$ cat config.mk
export PLATFORM = sky130hd
export DESIGN_NAME = rrip_resolve
export DESIGN_NICKNAME = d
export VERILOG_FILES = /design/src/rtl/rounded_rect_icon_pixel_shader_macros.svh /design/src/rtl/rrip_pkg.sv /design/src/rtl/rrip_resolve.sv
export SDC_FILE = /design/constraint.sdc
export NUM_CORES = 2
export LEC_CHECK = 0
export ABC_CLOCK_PERIOD_IN_PS = 17700
export BUFFER_PORTS_ARGS = -buffer_cell sky130_fd_sc_hd__buf_4
export CAP_MARGIN = 15
export CORE_MARGIN = 4
export CORE_UTILIZATION = 40
export CTS_CLUSTER_DIAMETER = 30
export CTS_CLUSTER_SIZE = 16
export DETAILED_ROUTE_END_ITERATION = 10
export GPL_TIMING_DRIVEN = 0
export RECOVER_POWER = 100
export SLEW_MARGIN = 20
export SYNTH_ARGS = -nofsm -noshare
export SYNTH_HDL_FRONTEND = slang
export SYNTH_SLANG_ARGS = --single-unit
$ cat constraint.sdc
create_clock -name clk -period 17.7 [get_ports clk]
set_clock_uncertainty 0.2 [all_clocks]
set_input_delay 3.54 -clock clk [delete_from_list [all_inputs] [get_ports clk]]
set_output_delay 3.54 -clock clk [all_outputs]
set_load 0.02 [all_outputs]
$ cat src/rtl/rounded_rect_icon_pixel_shader_macros.svh
// Assertion macros shared by the icon shader RTL
`ifndef ROUNDED_RECT_ICON_PIXEL_SHADER_MACROS_SVH
`define ROUNDED_RECT_ICON_PIXEL_SHADER_MACROS_SVH

// condition must hold at every edge outside reset
`define RRIP_ASSERT_ALW(lbl, ck, rn, cond, msg) \
	lbl: assert property (@(posedge ck) disable iff (!rn) (cond)) else $error(msg);

// same-cycle implication
`define RRIP_ASSERT_IMP(lbl, ck, rn, ante, cons, msg) \
	lbl: assert property (@(posedge ck) disable iff (!rn) (ante) |-> (cons)) else $error(msg);

// next-cycle implication
`define RRIP_ASSERT_NXT(lbl, ck, rn, ante, cons, msg) \
	lbl: assert property (@(posedge ck) disable iff (!rn) (ante) |=> (cons)) else $error(msg);

`endif

$ cat src/rtl/rrip_pkg.sv
// Shared types, geometry and palette of the icon shader
package rrip_pkg;

	// Q0.16 subsample coordinates
	localparam int FRAC = 16;

	// register indexes
	localparam logic REG_SIZE    = 1'b0;
	localparam logic REG_VARIANT = 1'b1;

	localparam int SIZE_MIN = 8;

	// geometry in Q0.16
	localparam logic [15:0] F_LO = 16'd2294;
	localparam logic [15:0] F_HI = 16'd63242;
	localparam logic [15:0] F_R  = 16'd15401;
	localparam logic [15:0] I_LO = 16'd6554;
	localparam logic [15:0] I_HI = 16'd58982;
	localparam logic [15:0] I_R  = 16'd11141;
	localparam logic [15:0] C_LO = 16'd13435;
	localparam logic [15:0] C_HI = 16'd34079;
	localparam logic [15:0] C_W  = 16'd18022;
	localparam logic [15:0] C_R  = 16'd3277;

	// per-axis shape table: frame, inner ring, cell column/row 0, cell column/row 1
	localparam int SH_FRAME = 0;
	localparam int SH_INNER = 1;
	localparam int SH_COL0  = 2;
	localparam int NUM_SH   = 4;
	localparam logic [15:0] SH_LO [NUM_SH] = '{F_LO, I_LO, C_LO, C_HI};
	localparam logic [15:0] SH_HI [NUM_SH] = '{F_HI, I_HI, 16'(C_LO + C_W), 16'(C_HI + C_W)};
	localparam logic [15:0] SH_R  [NUM_SH] = '{F_R, I_R, C_R, C_R};
	localparam logic [28:0] SH_R2 [NUM_SH] = '{29'd237190801, 29'd124121881,
		29'd10738729, 29'd10738729};

	typedef enum logic [2:0] {
		HIT_NONE,
		HIT_PANEL,
		HIT_CELL0,
		HIT_CELL1,
		HIT_CELL2,
		HIT_CELL3,
		HIT_RING
	} hit_t;

	// colors in units of 1/100000, index 0 red, 1 green, 2 blue
	localparam int COLOR_SCALE = 100000;
	typedef logic [16:0] chan_t;
	typedef logic [0:2][16:0] rgb_t;

	localparam rgb_t PANEL_LOCAL  = {17'd9936, 17'd11608, 17'd17152};
	localparam rgb_t PANEL_REMOTE = {17'd11740, 17'd17220, 17'd17530};
	localparam rgb_t ACC_BLUE     = {17'd42000, 17'd55000, 17'd100000};
	localparam rgb_t ACC_GREEN    = {17'd40000, 17'd84000, 17'd52000};
	localparam rgb_t CELL_RGB [4] = '{
		{17'd88200, 17'd34100, 17'd29000},
		{17'd49400, 17'd78800, 17'd41600},
		{17'd35300, 17'd62400, 17'd33300},
		{17'd31000, 17'd49000, 17'd88200}
	};

	function automatic rgb_t hit_color(input hit_t h, input logic variant);
		rgb_t c;
		case (h)
			HIT_PANEL: c = variant ? PANEL_REMOTE : PANEL_LOCAL;
			HIT_CELL0: c = CELL_RGB[0];
			HIT_CELL1: c = CELL_RGB[1];
			HIT_CELL2: c = CELL_RGB[2];
			HIT_CELL3: c = CELL_RGB[3];
			HIT_RING:  c = variant ? ACC_GREEN : ACC_BLUE;
			default:   c = '0;
		endcase
		return c;
	endfunction

endpackage

$ cat src/rtl/rrip_resolve.sv
// Color accumulation, mean division and alpha for one pixel
module rrip_resolve import rrip_pkg::*; #(
	parameter int SUPERSAMPLE = 4
) (
	input  logic       clk,
	input  logic [4:0] en,
	input  logic       variant,
	input  hit_t       cls [SUPERSAMPLE*SUPERSAMPLE],
	output logic [7:0] red,
	output logic [7:0] green,
	output logic [7:0] blue,
	output logic [7:0] alpha
);

	localparam int SS2  = SUPERSAMPLE * SUPERSAMPLE;
	localparam int ROWW = $clog2(SUPERSAMPLE * COLOR_SCALE + 1);
	localparam int SUMW = $clog2(SS2 * COLOR_SCALE + 1);
	localparam int RCW  = $clog2(SUPERSAMPLE + 1);
	localparam int CW   = $clog2(SS2 + 1);
	localparam int NW   = SUMW + 10;
	localparam int DW2  = $clog2(SS2 * 2 * COLOR_SCALE + 1);
	localparam int QB   = 8;
	localparam int STEP = QB / 2;

	// alpha = round(count * 255 / SS2)
	logic [7:0] alpha_tab [SS2+1];
	for (genvar c = 0; c <= SS2; c++) begin : g_alpha
		localparam int AV = (c * 510 + SS2) / (2 * SS2);
		assign alpha_tab[c] = 8'(AV);
	end

	// S8: per-row sums
	logic [ROWW-1:0] rsum_n  [SUPERSAMPLE][3];
	logic [RCW-1:0]  rcnt_n  [SUPERSAMPLE];
	logic [ROWW-1:0] rsum_s8 [SUPERSAMPLE][3];
	logic [RCW-1:0]  rcnt_s8 [SUPERSAMPLE];

	always_comb begin
		rgb_t col;
		for (int r = 0; r < SUPERSAMPLE; r++) begin
			rcnt_n[r] = '0;
			for (int ch = 0; ch < 3; ch++) begin
				rsum_n[r][ch] = '0;
			end
			for (int x = 0; x < SUPERSAMPLE; x++) begin
				col = hit_color(cls[r*SUPERSAMPLE+x], variant);
				if (cls[r*SUPERSAMPLE+x] != HIT_NONE) begin
					rcnt_n[r] = rcnt_n[r] + RCW'(1);
				end
				for (int ch = 0; ch < 3; ch++) begin
					rsum_n[r][ch] = rsum_n[r][ch] + ROWW'(col[ch]);
				end
			end
		end
	end

	always_ff @(posedge clk) begin
		if (en[0]) begin
			rsum_s8 <= rsum_n;
			rcnt_s8 <= rcnt_n;
		end
	end

	// S9: pixel totals
	logic [SUMW-1:0] sum_n  [3];
	logic [CW-1:0]   cnt_n;
	logic [SUMW-1:0] sum_s9 [3];
	logic [CW-1:0]   cnt_s9;

	always_comb begin
		cnt_n = '0;
		for (int ch = 0; ch < 3; ch++) begin
			sum_n[ch] = '0;
		end
		for (int r = 0; r < SUPERSAMPLE; r++) begin
			cnt_n = cnt_n + CW'(rcnt_s8[r]);
			for (int ch = 0; ch < 3; ch++) begin
				sum_n[ch] = sum_n[ch] + SUMW'(rsum_s8[r][ch]);
			end
		end
	end

	always_ff @(posedge clk) begin
		if (en[1]) begin
			sum_s9 <= sum_n;
			cnt_s9 <= cnt_n;
		end
	end

	// S10: dividend sum*510 + den, divisor 2*den, den = count*100000
	logic [NW-1:0]  num_n    [3];
	logic [DW2-1:0] den_n;
	logic [DW2-1:0] rem_s10  [3];
	logic [QB-1:0]  lq_s10   [3];
	logic [DW2-1:0] den_s10;
	logic           zero_s10;
	logic [7:0]     alpha_s10;

	always_comb begin
		den_n = DW2'(cnt_s9) * DW2'(2 * COLOR_SCALE);
		for (int ch = 0; ch < 3; ch++) begin
			num_n[ch] = NW'(sum_s9[ch]) * NW'(510) + NW'(cnt_s9) * NW'(COLOR_SCALE);
		end
	end

	always_ff @(posedge clk) begin
		if (en[2]) begin
			for (int ch = 0; ch < 3; ch++) begin
				// quotient stays below 256, so the high part is already reduced
				rem_s10[ch] <= DW2'(num_n[ch] >> QB);
				lq_s10[ch]  <= num_n[ch][QB-1:0];
			end
			den_s10   <= den_n;
			zero_s10  <= (cnt_s9 == '0);
			alpha_s10 <= alpha_tab[cnt_s9];
		end
	end

	// S11 and S12: four quotient bits per stage
	logic [DW2-1:0] rem_a  [3];
	logic [QB-1:0]  lq_a   [3];
	logic [DW2-1:0] rem_s11 [3];
	logic [QB-1:0]  lq_s11  [3];
	logic [DW2-1:0] den_s11;
	logic           zero_s11;
	logic [7:0]     alpha_s11;
	logic [DW2-1:0] rem_b  [3];
	logic [QB-1:0]  lq_b   [3];

	always_comb begin
		logic [DW2:0] r2;
		r2 = '0;
		for (int ch = 0; ch < 3; ch++) begin
			rem_a[ch] = rem_s10[ch];
			lq_a[ch]  = lq_s10[ch];
			for (int j = 0; j < STEP; j++) begin
				r2 = {rem_a[ch], lq_a[ch][QB-1]};
				if (r2 >= {1'b0, den_s10}) begin
					rem_a[ch] = DW2'(r2 - {1'b0, den_s10});
					lq_a[ch]  = {lq_a[ch][QB-2:0], 1'b1};
				end else begin
					rem_a[ch] = DW2'(r2);
					lq_a[ch]  = {lq_a[ch][QB-2:0], 1'b0};
				end
			end
			rem_b[ch] = rem_s11[ch];
			lq_b[ch]  = lq_s11[ch];
			for (int j = 0; j < STEP; j++) begin
				r2 = {rem_b[ch], lq_b[ch][QB-1]};
				if (r2 >= {1'b0, den_s11}) begin
					rem_b[ch] = DW2'(r2 - {1'b0, den_s11});
					lq_b[ch]  = {lq_b[ch][QB-2:0], 1'b1};
				end else begin
					rem_b[ch] = DW2'(r2);
					lq_b[ch]  = {lq_b[ch][QB-2:0], 1'b0};
				end
			end
		end
	end

	logic [7:0] red_s12;
	logic [7:0] green_s12;
	logic [7:0] blue_s12;
	logic [7:0] alpha_s12;

	always_ff @(posedge clk) begin
		if (en[3]) begin
			rem_s11   <= rem_a;
			lq_s11    <= lq_a;
			den_s11   <= den_s10;
			zero_s11  <= zero_s10;
			alpha_s11 <= alpha_s10;
		end
		if (en[4]) begin
			// nothing covered: all channels zero
			red_s12   <= zero_s11 ? '0 : lq_b[0];
			green_s12 <= zero_s11 ? '0 : lq_b[1];
			blue_s12  <= zero_s11 ? '0 : lq_b[2];
			alpha_s12 <= alpha_s11;
		end
	end

	assign red   = red_s12;
	assign green = green_s12;
	assign blue  = blue_s12;
	assign alpha = alpha_s12;

endmodule

==> impl_metrics.ini <==
[timing]
fin_tns_setup_ns = 0
fin_crit_sh_pct = 90.6
timing.slew.headroom_pct = -295
clock.fmax_mhz = 62.4
finalHoldViolations = 0
final.min_clock_period_ns = 16.03
setup_viol = 0
rsz0062_at_grt = no
worst_pin_slew_ns = 5.93
maxSlewViolCount = 551

[clock_network]
post_cts_buffers = 0
cts_buffers = 139
clkLatencyLatePin_ns = 0.80
cts_sinks = 520
htree_levels = 4
cts_resized = 0
clk_pin_slew_worst_paths_ns = 0.05
cts_max_path_buffers = 3
cts_root_buf = clkbuf_16
tritoncts = built
holdBufCountCts = 0

[die]
die_x_um = 443
rows = 159
ios = 87
die_y_um = 443
die_area_um2 = 196000
coreArea_um2 = 188000
start_util_pct = 40.3

[yosys]
synth_seq_area_share_pct = 20.7
ys_types = 117
async_flop_share_pct = 0
synth_seq_cells = 520
syn_avg_cell_area_um2 = 9.15
synthesis.instances = 8258
ys.flop_type = edfxtp_1
yosysWarnings = 0
synth-edff-count = 520
syn_area_um2 = 75600
synth_nets = 9935

[critical_path]
rr_endpoint = rem_s11[29]
crit_path_top_delay_cell = edfxtp_1
cp_num_cells = 48
max_stage_delay_ns = 0.82
cp-start-kind = flop
r2r_slack_ns = 1.67
crit_start = den_s10[7]
path_max_fanout = 18
cp_num_buf_inv = 8
endpoint_kind = flop
path_class = reg -> reg
reg2reg_from = den_s10[7]
critPathRequiredTime_ns = 18.02
critPathTopFamily = compound AO/OA/AOI/OAI gates
r2r_cells = 48
critical_path_arrival_ns = 16.35
cp-endpoint = rem_s11[29]

[run_status]
violations = max-capacitance violations, max-slew violations
outcome = complete, but fails checks

[place]
gp_congestion = 1.01
dpl_cell_area_um2 = 79500
io_buffers = 80
hpwlAfterDp_um = 204000

[finish]
final_common_cell = inv_1
area_growth_pct = 11.2
finish.instance_area_um2 = 84000
drive_above_1_share_pct = 5.70
nNetsFinal = 10161
final.fill_count = 18252
final_util_pct = 44.7
mostFrequentLayoutCells = inv_1, ha_1, fa_1, nor2_1, nand2_1

[min_path]
min_path_type = reg -> reg

[detailed_routing]
drtPass1Iterations = 5
wl_um = 245000
routedWlPerCell_um = 22.1
drc_errors = 0
vias_per_cell = 5.53
antenna_left = 0
vias = 61426
first_iter_violations = 4367

[global_route]
gr-total-overflow = 0
track_usage_pct = 24.6
grt_pass1_wl_um = 371000
grt_max_degree = 105
grt_pass1_vias = 61789
grt_antenna_before_repair = 11

[job]
maxCapViolCount = 10
-- per-stage QoR --
stage               hold WS [ns]  setup slack (ns)  std cells
finish                     0.201              1.67      11098
global route               0.221             0.886      11096
CTS                        0.205              2.59      11095
detailed placement         0.205              2.66      10838
global placement           0.203              2.84      10833
floorplan                  0.200              6.02       8258
-- per-layer routing --
metal  part of all wire, %  vias up  wire length [um]  global-route usage (%)
met4                   6.6        4             16000                    13.2
met2                    47     1911            116000                    41.9
met1                    41    29824            100000                    30.3
li1                      -    29130                 -                       -
met3                   5.3      557             12900                    3.17
met5                 0.015        -                36                       0
-- area by class of cell --
cell class / instances / area, um2 / share of cell area (%)
Sequential cell: 520 / 15600 / 18.6
Inverter: 1010 / 3790 / 4.51
Antenna cell: 3 / 7.51 / 0.00893
Multi-Input combinational cell: 6561 / 55400 / 65.9
Clock inverter: 102 / 1400 / 1.66
Clock buffer: 155 / 3540 / 4.21
Tap cell: 2495 / 3120 / 3.71
Timing Repair Buffer: 85 / 499 / 0.594
Buffer: 167 / 677 / 0.805
-- worst min path at each step --
stage,cells past startpoint,to,slack [ns],start
detailed placement,0,alpha_s11[3],0.20,alpha_s10[2]
floorplan,0,alpha[3],0.20,alpha_s11[3]
CTS,0,lq_s11[15],0.21,lq_s10[0][11]
finish,0,lq_s11[15],0.20,lq_s10[0][11]
global route,0,lq_s11[15],0.22,lq_s10[0][11]
global placement,0,alpha_s11[7],0.20,alpha_s10[7]
-- cell families (layout without fill, tap and decap cells) --
group,Yosys count,in the layout,share of synthesized area (%)
compound gates,1914,1914,15.9
xor+xnor,567,567,6.59
fa+ha+maj,1622,1622,34.3
buf+inv,1177,1519,5.94
flops,520,520,20.7
mux,154,154,2.24
other cells,0,3,0
simple gates,2304,2304,14.4
-- flip-flops by register name, summed over array words and instances (netlist names), 5 cells and up --
signal     cells
red            8
rcnt_s8       12
alpha_s10      5
lq_s10        16
den_s11       16
cnt_s9         5
rsum_s8      208
den_s10       16
lq_s11        16
green          8
blue           8
alpha_s11      5
alpha          5
rem_s11       66
rem_s10       66
sum_s9        58
-- worst register-to-register path, delay by kind of cell (launching register included) --
kind                     cells  cell delay, ns
adder cells (fa/ha/maj)      4            1.50
flip-flops                   1            0.82
AO/OA/AOI/OAI               25            7.84
buffers and inverters        8            3.00
multiplexers                 2            0.69
AND/OR/NAND/NOR              9            1.71
-- cell usage after synthesis (44+ instances only) --
cell type,instances,share of area [%]
o21ai_0,504,3.3
nand2b_1,151,1.2
or3_1,48,0.40
inv_1,1000,5.0
o21a_1,88,0.87
or2_2,49,0.41
nor2b_1,181,1.5
fa_1,748,20
a211oi_1,50,0.50
nor2_1,679,3.4
mux2i_1,45,0.60
nor3_1,160,1.1
a21o_1,171,1.7
xnor2_1,401,4.6
mux2_2,107,1.6
a21oi_1,607,4.0
nand2_1,665,3.3
xor2_1,165,1.9
o21bai_1,48,0.48
nand3_1,103,0.68
ha_1,874,14
a21boi_0,60,0.60
and2_1,73,0.60
o31ai_1,44,0.44
clkbuf_1,118,0.59
edfxtp_1,520,21
nand4_1,64,0.53
Power is not shown: default switching activity piles up to over one toggle a cycle in this logic, so the estimate is an artifact.
